$ cat config.mk
export PLATFORM = sky130hd
export DESIGN_NAME = hsv_to_rgb_converter
export DESIGN_NICKNAME = d
export VERILOG_FILES = /design/src/rtl/core/hsv2rgb_pkg.sv /design/src/rtl/core/hsv_to_rgb_converter.sv /design/src/rtl/core/hsv2rgb_scale.sv /design/src/rtl/core/hsv2rgb_mix.sv
export SDC_FILE = /design/constraint.sdc
export NUM_CORES = 2
export LEC_CHECK = 0
export ABC_CLOCK_PERIOD_IN_PS = 6460
export BUFFER_PORTS_ARGS = -buffer_cell sky130_fd_sc_hd__buf_2
export CORE_ASPECT_RATIO = 1.75
export CORE_MARGIN = 8
export CORE_UTILIZATION = 65
export DETAILED_ROUTE_END_ITERATION = 12
export HOLD_SLACK_MARGIN = 0.03
export PLACE_DENSITY = 0.82
export SLEW_MARGIN = 15
export SYNTH_ARGS = -nofsm -noshare
export SYNTH_HDL_FRONTEND = slang
export SYNTH_SLANG_ARGS = --single-unit
$ cat constraint.sdc
create_clock -name clock -period 6.46 [get_ports clock]
set_input_delay 0 -clock clock [delete_from_list [all_inputs] [get_ports clock]]
set_output_delay 0 -clock clock [all_outputs]
set_load 0.1 [all_outputs]
$ cat src/rtl/core/hsv2rgb_pkg.sv
`timescale 1ns / 1ps
// ----------------------------------------------------------------------------
// HSV to RGB package
// Item types, pipeline stage bundle and fixed-point constants.
// ----------------------------------------------------------------------------
package hsv2rgb_pkg;

   typedef struct packed {
      logic [15:0] hue;
      logic [7:0]  saturation;
      logic [7:0]  brightness;
   } req_payload_type;

   typedef struct packed {
      logic [7:0] red;
      logic [7:0] green;
      logic [7:0] blue;
   } rsp_payload_type;

   // scaled terms before the divide by 255
   typedef struct packed {
      logic        valid;
      logic [2:0]  sector;
      logic [7:0]  bri;
      logic [15:0] p_num;
      logic [15:0] q_num;
      logic [15:0] t_num;
   } term_stage_type;

   localparam logic [7:0]  FULL_SCALE = 8'd255;
   localparam logic [16:0] FRAC_ONE   = 17'h10000;
   localparam logic [23:0] DEN_FULL   = 24'hFF0000;

   localparam logic [2:0] SECTOR_RED     = 3'd0;
   localparam logic [2:0] SECTOR_YELLOW  = 3'd1;
   localparam logic [2:0] SECTOR_GREEN   = 3'd2;
   localparam logic [2:0] SECTOR_CYAN    = 3'd3;
   localparam logic [2:0] SECTOR_BLUE    = 3'd4;

endpackage

$ cat src/rtl/core/hsv_to_rgb_converter.sv
// Throughput: one item per cycle; busy is always low.
// Six register stages: hue split, fraction products, complements, value products,
// divide by 255, select.
// Reset clears the stage valid bits only; items in flight are dropped.
`timescale 1ns / 1ps
// ----------------------------------------------------------------------------
// HSV to RGB888 converter
// Six-sector HSV to 8-bit RGB in fixed point, fully pipelined.
// ----------------------------------------------------------------------------
module hsv_to_rgb_converter (
   input  logic                         clock,
   input  logic                         reset,
   input  logic                         start,
   output logic                         busy,
   input  hsv2rgb_pkg::req_payload_type req_data,
   output logic                         rsp_valid,
   output hsv2rgb_pkg::rsp_payload_type rsp_data
);

   logic                        req_accept;
   hsv2rgb_pkg::term_stage_type term;

   assign busy       = 1'b0;
   assign req_accept = start & ~busy;

   hsv2rgb_scale u_scale (
      .clock    (clock),
      .reset    (reset),
      .in_valid (req_accept),
      .in_data  (req_data),
      .out_term (term)
   );

   hsv2rgb_mix u_mix (
      .clock     (clock),
      .reset     (reset),
      .in_term   (term),
      .out_valid (rsp_valid),
      .out_data  (rsp_data)
   );

`ifndef ASSERT_OFF
   a_valid_from_item: assert property (@(posedge clock) disable iff (reset)
      rsp_valid |-> $past(req_accept, 6))
      else $error("result without an accepted item");

   a_gray_on_zero_sat: assert property (@(posedge clock) disable iff (reset)
      (rsp_valid && $past(req_data.saturation, 6) == 8'd0) |->
      (rsp_data.red == $past(req_data.brightness, 6) &&
       rsp_data.green == $past(req_data.brightness, 6) &&
       rsp_data.blue == $past(req_data.brightness, 6)))
      else $error("zero saturation item not gray");

   a_value_channel: assert property (@(posedge clock) disable iff (reset)
      rsp_valid |-> (rsp_data.red == $past(req_data.brightness, 6) ||
                     rsp_data.green == $past(req_data.brightness, 6) ||
                     rsp_data.blue == $past(req_data.brightness, 6)))
      else $error("no channel carries the value");
`endif

endmodule

$ cat src/rtl/core/hsv2rgb_scale.sv
`timescale 1ns / 1ps
// ----------------------------------------------------------------------------
// HSV to RGB term scaling
// Four register stages: sector split, fraction products, complements,
// brightness products. Emits p, q and t numerators over 255.
// ----------------------------------------------------------------------------
module hsv2rgb_scale (
   input  logic                        clock,
   input  logic                        reset,
   input  logic                        in_valid,
   input  hsv2rgb_pkg::req_payload_type in_data,
   output hsv2rgb_pkg::term_stage_type  out_term
);

   logic [18:0] hue_x6;

   // stage A
   logic        a_valid_ff, a_valid_in;
   logic [2:0]  a_sector_ff, a_sector_in;
   logic [15:0] a_frac_ff, a_frac_in;
   logic [7:0]  a_sat_ff, a_sat_in;
   logic [7:0]  a_bri_ff, a_bri_in;
   logic [15:0] a_pnum_ff, a_pnum_in;

   // stage B
   logic        b_valid_ff, b_valid_in;
   logic [2:0]  b_sector_ff;
   logic [7:0]  b_bri_ff;
   logic [15:0] b_pnum_ff;
   logic [23:0] b_fs_ff, b_fs_in;
   logic [23:0] b_fns_ff, b_fns_in;
   logic [16:0] frac_inv;
   logic [24:0] fns_full;

   // stage C
   logic        c_valid_ff, c_valid_in;
   logic [2:0]  c_sector_ff;
   logic [7:0]  c_bri_ff;
   logic [15:0] c_pnum_ff;
   logic [23:0] c_dq_ff, c_dq_in;
   logic [23:0] c_dt_ff, c_dt_in;

   // stage D
   logic        d_valid_ff, d_valid_in;
   logic [2:0]  d_sector_ff;
   logic [7:0]  d_bri_ff;
   logic [15:0] d_pnum_ff;
   logic [15:0] d_qnum_ff, d_qnum_in;
   logic [15:0] d_tnum_ff, d_tnum_in;
   logic [31:0] q_prod, t_prod;

   always_comb begin
      hue_x6      = {1'b0, in_data.hue, 2'b00} + {2'b00, in_data.hue, 1'b0};
      a_valid_in  = in_valid;
      a_sector_in = hue_x6[18:16];
      a_frac_in   = hue_x6[15:0];
      a_sat_in    = in_data.saturation;
      a_bri_in    = in_data.brightness;
      a_pnum_in   = 16'(in_data.brightness) *
                    16'(hsv2rgb_pkg::FULL_SCALE - in_data.saturation);

      b_valid_in  = a_valid_ff;
      b_fs_in     = 24'(a_frac_ff) * 24'(a_sat_ff);
      frac_inv    = hsv2rgb_pkg::FRAC_ONE - {1'b0, a_frac_ff};
      fns_full    = 25'(frac_inv) * 25'(a_sat_ff);
      b_fns_in    = fns_full[23:0];

      c_valid_in  = b_valid_ff;
      c_dq_in     = hsv2rgb_pkg::DEN_FULL - b_fs_ff;
      c_dt_in     = hsv2rgb_pkg::DEN_FULL - b_fns_ff;

      d_valid_in  = c_valid_ff;
      q_prod      = 32'(c_bri_ff) * 32'(c_dq_ff);
      t_prod      = 32'(c_bri_ff) * 32'(c_dt_ff);
      d_qnum_in   = q_prod[31:16];
      d_tnum_in   = t_prod[31:16];
   end

   always_ff @(posedge clock) begin
      if (reset) begin
         a_valid_ff <= 1'b0;
         b_valid_ff <= 1'b0;
         c_valid_ff <= 1'b0;
         d_valid_ff <= 1'b0;
      end else begin
         a_valid_ff <= a_valid_in;
         b_valid_ff <= b_valid_in;
         c_valid_ff <= c_valid_in;
         d_valid_ff <= d_valid_in;
      end
   end

   always_ff @(posedge clock) begin
      a_sector_ff <= a_sector_in;
      a_frac_ff   <= a_frac_in;
      a_sat_ff    <= a_sat_in;
      a_bri_ff    <= a_bri_in;
      a_pnum_ff   <= a_pnum_in;

      b_sector_ff <= a_sector_ff;
      b_bri_ff    <= a_bri_ff;
      b_pnum_ff   <= a_pnum_ff;
      b_fs_ff     <= b_fs_in;
      b_fns_ff    <= b_fns_in;

      c_sector_ff <= b_sector_ff;
      c_bri_ff    <= b_bri_ff;
      c_pnum_ff   <= b_pnum_ff;
      c_dq_ff     <= c_dq_in;
      c_dt_ff     <= c_dt_in;

      d_sector_ff <= c_sector_ff;
      d_bri_ff    <= c_bri_ff;
      d_pnum_ff   <= c_pnum_ff;
      d_qnum_ff   <= d_qnum_in;
      d_tnum_ff   <= d_tnum_in;
   end

   always_comb begin
      out_term.valid  = d_valid_ff;
      out_term.sector = d_sector_ff;
      out_term.bri    = d_bri_ff;
      out_term.p_num  = d_pnum_ff;
      out_term.q_num  = d_qnum_ff;
      out_term.t_num  = d_tnum_ff;
   end

endmodule

$ cat src/rtl/core/hsv2rgb_mix.sv
`timescale 1ns / 1ps
// ----------------------------------------------------------------------------
// HSV to RGB divide and sector select
// Two register stages: divide p, q and t by 255, then route by sector.
// ----------------------------------------------------------------------------
module hsv2rgb_mix (
   input  logic                         clock,
   input  logic                         reset,
   input  hsv2rgb_pkg::term_stage_type  in_term,
   output logic                         out_valid,
   output hsv2rgb_pkg::rsp_payload_type out_data
);

   // exact floor(y / 255) for y below 65280
   function automatic logic [7:0] div255(input logic [15:0] y);
      logic [15:0] sum;
      sum    = y + {8'd0, y[15:8]} + 16'd1;
      div255 = sum[15:8];
   endfunction

   logic        e_valid_ff, e_valid_in;
   logic [2:0]  e_sector_ff;
   logic [7:0]  e_bri_ff;
   logic [7:0]  e_p_ff, e_p_in;
   logic [7:0]  e_q_ff, e_q_in;
   logic [7:0]  e_t_ff, e_t_in;

   logic                         f_valid_ff, f_valid_in;
   hsv2rgb_pkg::rsp_payload_type f_data_ff, f_data_in;

   always_comb begin
      e_valid_in = in_term.valid;
      e_p_in     = div255(in_term.p_num);
      e_q_in     = div255(in_term.q_num);
      e_t_in     = div255(in_term.t_num);
   end

   always_comb begin
      f_valid_in = e_valid_ff;
      case (e_sector_ff)
         hsv2rgb_pkg::SECTOR_RED: begin
            f_data_in = '{red: e_bri_ff, green: e_t_ff, blue: e_p_ff};
         end
         hsv2rgb_pkg::SECTOR_YELLOW: begin
            f_data_in = '{red: e_q_ff, green: e_bri_ff, blue: e_p_ff};
         end
         hsv2rgb_pkg::SECTOR_GREEN: begin
            f_data_in = '{red: e_p_ff, green: e_bri_ff, blue: e_t_ff};
         end
         hsv2rgb_pkg::SECTOR_CYAN: begin
            f_data_in = '{red: e_p_ff, green: e_q_ff, blue: e_bri_ff};
         end
         hsv2rgb_pkg::SECTOR_BLUE: begin
            f_data_in = '{red: e_t_ff, green: e_p_ff, blue: e_bri_ff};
         end
         default: begin
            f_data_in = '{red: e_bri_ff, green: e_p_ff, blue: e_q_ff};
         end
      endcase
   end

   always_ff @(posedge clock) begin
      if (reset) begin
         e_valid_ff <= 1'b0;
         f_valid_ff <= 1'b0;
      end else begin
         e_valid_ff <= e_valid_in;
         f_valid_ff <= f_valid_in;
      end
   end

   always_ff @(posedge clock) begin
      e_sector_ff <= in_term.sector;
      e_bri_ff    <= in_term.bri;
      e_p_ff      <= e_p_in;
      e_q_ff      <= e_q_in;
      e_t_ff      <= e_t_in;
      f_data_ff   <= f_data_in;
   end

   assign out_valid = f_valid_ff;
   assign out_data  = f_data_ff;

endmodule

==> results.tsv <==
stage	metric	value	unit
setup_path	critical_path.max_fanout	11	
setup_path	crit_slowest_cell	fa_1	
clocking	cts_tree	yes	
floorplan	rows	103	
clocking	clock_insertion_delay_worst_skew	0.59	ns
clocking	cts-htree-levels	1	
sta	final-max-slew-violation-count	0	
detailed_routing	via_count	21300	
min_path	hp-start	req_data[16]	
synth	post_synth_inst_count	3070	
sta	setup_repair_after_global_routing_missed_its_margin	false	
sta	fmax	0.168	GHz
clocking	clk_root_buffer_cell	clkbuf_16	
setup_path	critical_path.startpoint	u_scale.a_frac_ff[6]	
clocking	postCtsSetupBuffers	0	
synth	synth-warning-count	0	
sta	max_slew.worst_pin.slew	1.13	ns
detailed_routing	finalWirelength	66200	µm
min_path	min_path_type	in2reg	
synth	syn_avg_cell_area	9.64	µm²
global_route	globalRoute.totalOverflow	0	
detailed_routing	remaining_drc_errors	0	
finish	layoutNonFillerInstCount	3731	
detailed_routing	postRouteAntennaNets	0	
sta	hold_viol_final	0	
synth	synth_top_area_share	30.3	%
setup_path	path_cells	or3_1, nor4_1, nand2b_1, nor2_1, xnor2_1, and2_1, fa_1, fa_1, fa_1, inv_1, fa_1, inv_1, ha_1, or2_2, a21oi_1, a31oi_1, a311oi_1, o21ai_0, a21oi_1, xnor2_1	
synth	post_synth_instance_area	0.0296	mm²
floorplan	floorplan.core_area	0.0450	mm²
floorplan	die_y	298	µm
global_route	grt_usage	25.6	%
clocking	clock_sink_count	318	
sta	skew	0.0252	ns
setup_path	critical_path.startpoint_type	flip-flop	
global_route	grt_pass1_vias	23900	
synth	postSynth.asyncResetShare	0	%
finish	final_net_count	3874	
setup_path	slowest_delay	0.50	ns
setup_path	cp-end-kind	flip-flop	
global_route	grt_first_pass_wirelength	111000	µm
synth	synth-seq-area-share	21.5	%
clocking	cts_made_buffers	29	
setup_path	worstReg2RegStart	u_scale.a_frac_ff[6]	
clocking	hold_buffers_post_cts	52	
sta	timing.final.setup_violations	0	
sta	finalCritPeriodShare	92.3	%
finish	final_core_util	70.9	%
global_route	antenna_found_initial	0	
setup_path	critical_path_arrival	6.48	ns
clocking	post_cts_resized	0	
setup_path	worst_path_most_repeated_cell	fa_1	
place	dp_hpwl	52500	µm
sta	fin_crit	5.96	ns
detailed_routing	wl_per_cell	17.8	µm
floorplan	floorplan.initialDensity	65.8	%
sta	setup_total_negative_slack	0	ns
place	place.gp.congestion	0.914	
flow_run	max_cap_viol_count	0	
finish	layout-drive-gt1-share	4.76	%
place	numPortBuffers	59	
setup_path	worst_setup_path_endpoint	u_scale.b_fns_ff[23]	
detailed_routing	drtPass1Iterations	5	
finish	area_growth_syn_to_layout	7.82	%
floorplan	fp.dieW	177	µm
detailed_routing	routed_via_density	5.70	
setup_path	reg2reg_depth	20	
synth	synthDistinctLibCells	66	
synth	synth_seq_cells	318	
global_route	grt_start_max_net_pins	59	
place	numPlacedInstances	3627	
finish	num_antenna_cells	0	
setup_path	timing.reg2reg.setup_slack	0.50	ns
status	run_status	finished clean	
clocking	clk_pin_slew_worst_paths	0.07	ns
synth	synth.top_cells.by_area	fa_1 30%, dfxtp_1 22%, ha_1 11%	
setup_path	timing.setup.critical_path_class	reg2reg	
detailed_routing	drt_iter0_markers	1099	
clocking	clock_tree.buffer_depth	3	
synth	synth-main-ff-cell	dfxtp_1	
synth	synthesized_nets	3811	
setup_path	cp_data_required_time	6.97	ns
setup_path	regToRegEndpoint	u_scale.b_fns_ff[23]	
floorplan	floorplan.io_pins	61	
floorplan	die_area	0.0529	mm²
sta	slew-limit-headroom	24.3	%
place	place_area	0.0304	mm²
finish	postLayoutCellArea	0.0319	mm²
synth	yosysTopAreaCell	fa_1	
synth	edff_count_synth	0	
==> worst min path at each step <==
| stage | to | slack [ns] | cells past startpoint |
|---|---|---|---|
| final | u_scale.a_frac_ff[1] | 0.11 | 2 |
| after CTS | u_scale.a_frac_ff[1] | 0.08 | 2 |
| after global placement | u_scale.a_frac_ff[1] | 0.15 | 1 |
| after global routing | u_scale.a_frac_ff[1] | 0.1 | 2 |
| after floorplan | u_scale.a_bri_ff[0] | 0.03 | 0 |
| after detailed placement | u_scale.a_frac_ff[1] | 0.15 | 1 |
==> Yosys cell counts (all sizes together) (9+ instances only) <==
cell / n
a21o: 35
buf: 10
ha: 258
xor2: 55
o211ai: 9
nand4: 13
xnor2: 117
nor4: 11
nor2b: 55
or3: 10
o21bai: 11
a21oi: 99
nand3: 21
fa: 448
and2: 338
and3: 20
dfxtp: 318
o21ai: 42
a2111oi: 9
nand2b: 32
nor3: 35
mux2i: 24
nand2: 318
a221o: 9
nor2: 93
clkbuf: 88
o21a: 28
inv: 473
==> worst max-delay path, delay by kind of cell, from the launching register on <==
kind / cells / cell delay, ns
buf+inv: 2 / 0.09
fa+ha+maj: 5 / 2.31
flops: 1 / 0.40
compound gates: 5 / 1.12
simple gates: 6 / 1.65
xor+xnor: 2 / 0.33
==> placed cells by master, fill, tap and decap left out, drive strengths merged, types with 10 or more instances in the layout <==
cell	n
a21o	35
a21oi	99
and2	338
and3	20
buf	78
clkbuf	38
dfxtp	318
dlygate4sd3	52
fa	448
ha	258
inv	477
mux2i	24
nand2	318
nand2b	32
nand3	21
nand4	13
nor2	93
nor2b	55
nor3	35
nor4	11
o21a	28
o21ai	42
o21bai	11
or3	10
xnor2	117
xor2	55
==> cell families after synthesis <==
kind of cell,share of synthesized area (%)
flip-flops,21.5
XOR/XNOR,5.09
other,0.0127
buffers and inverters,7.26
multiplexers,1.12
adder cells (fa/ha/maj),41.2
AND/OR/NAND/NOR,17.0
AO/OA/AOI/OAI,6.73
==> cell type report <==
class	count	area (µm²)
clock buffers	38	810
clock inverters	14	170
fillers	3228	13100
inverters	473	1780
multi-input cells	2181	21100
flip-flops and latches	318	6370
well taps	577	722
repair buffers	130	983
==> flip-flops by register name, summed over array words and instances (netlist names), 8 cells and up <==
| name | cells |
|---|---|
| u_scale.c_dt_ff | 22 |
| u_scale.b_fs_ff | 23 |
| u_scale.c_bri_ff | 8 |
| u_scale.b_fns_ff | 22 |
| u_mix.e_bri_ff | 8 |
| u_scale.d_qnum_ff | 16 |
| u_scale.d_pnum_ff | 16 |
| u_mix.e_p_ff | 8 |
| u_scale.d_bri_ff | 8 |
| u_mix.e_q_ff | 8 |
| u_scale.b_pnum_ff | 16 |
| u_scale.d_tnum_ff | 16 |
| u_mix.out_data | 24 |
| u_scale.a_sat_ff | 8 |
| u_scale.a_frac_ff | 15 |
| u_scale.c_dq_ff | 23 |
| u_mix.e_t_ff | 8 |
| u_scale.b_bri_ff | 8 |
| u_scale.a_bri_ff | 8 |
| u_scale.c_pnum_ff | 16 |
| u_scale.a_pnum_ff | 16 |
==> routing by layer <==
layer  vias up  share of wire (%)  GRT usage (%)
met3       255                3.6           2.29
met4         0                5.8           15.0
li1       9698                  -              -
met5         -                  0              0
met1     10700                 34           25.4
met2       642                 56           49.8
==> stage by stage <==
| stage | worst slack, ns | hold slack (ns) |
|---|---|---|
| after floorplan | 1.02 | 0.0277 |
| after global placement | 0.547 | 0.146 |
| after detailed placement | 0.477 | 0.153 |
| after CTS | 0.453 | 0.0820 |
| after global routing | 0.0468 | 0.0966 |
| final | 0.495 | 0.112 |
Power is not shown: default switching activity piles up to over one toggle a cycle in this logic, so the estimate is an artifact.
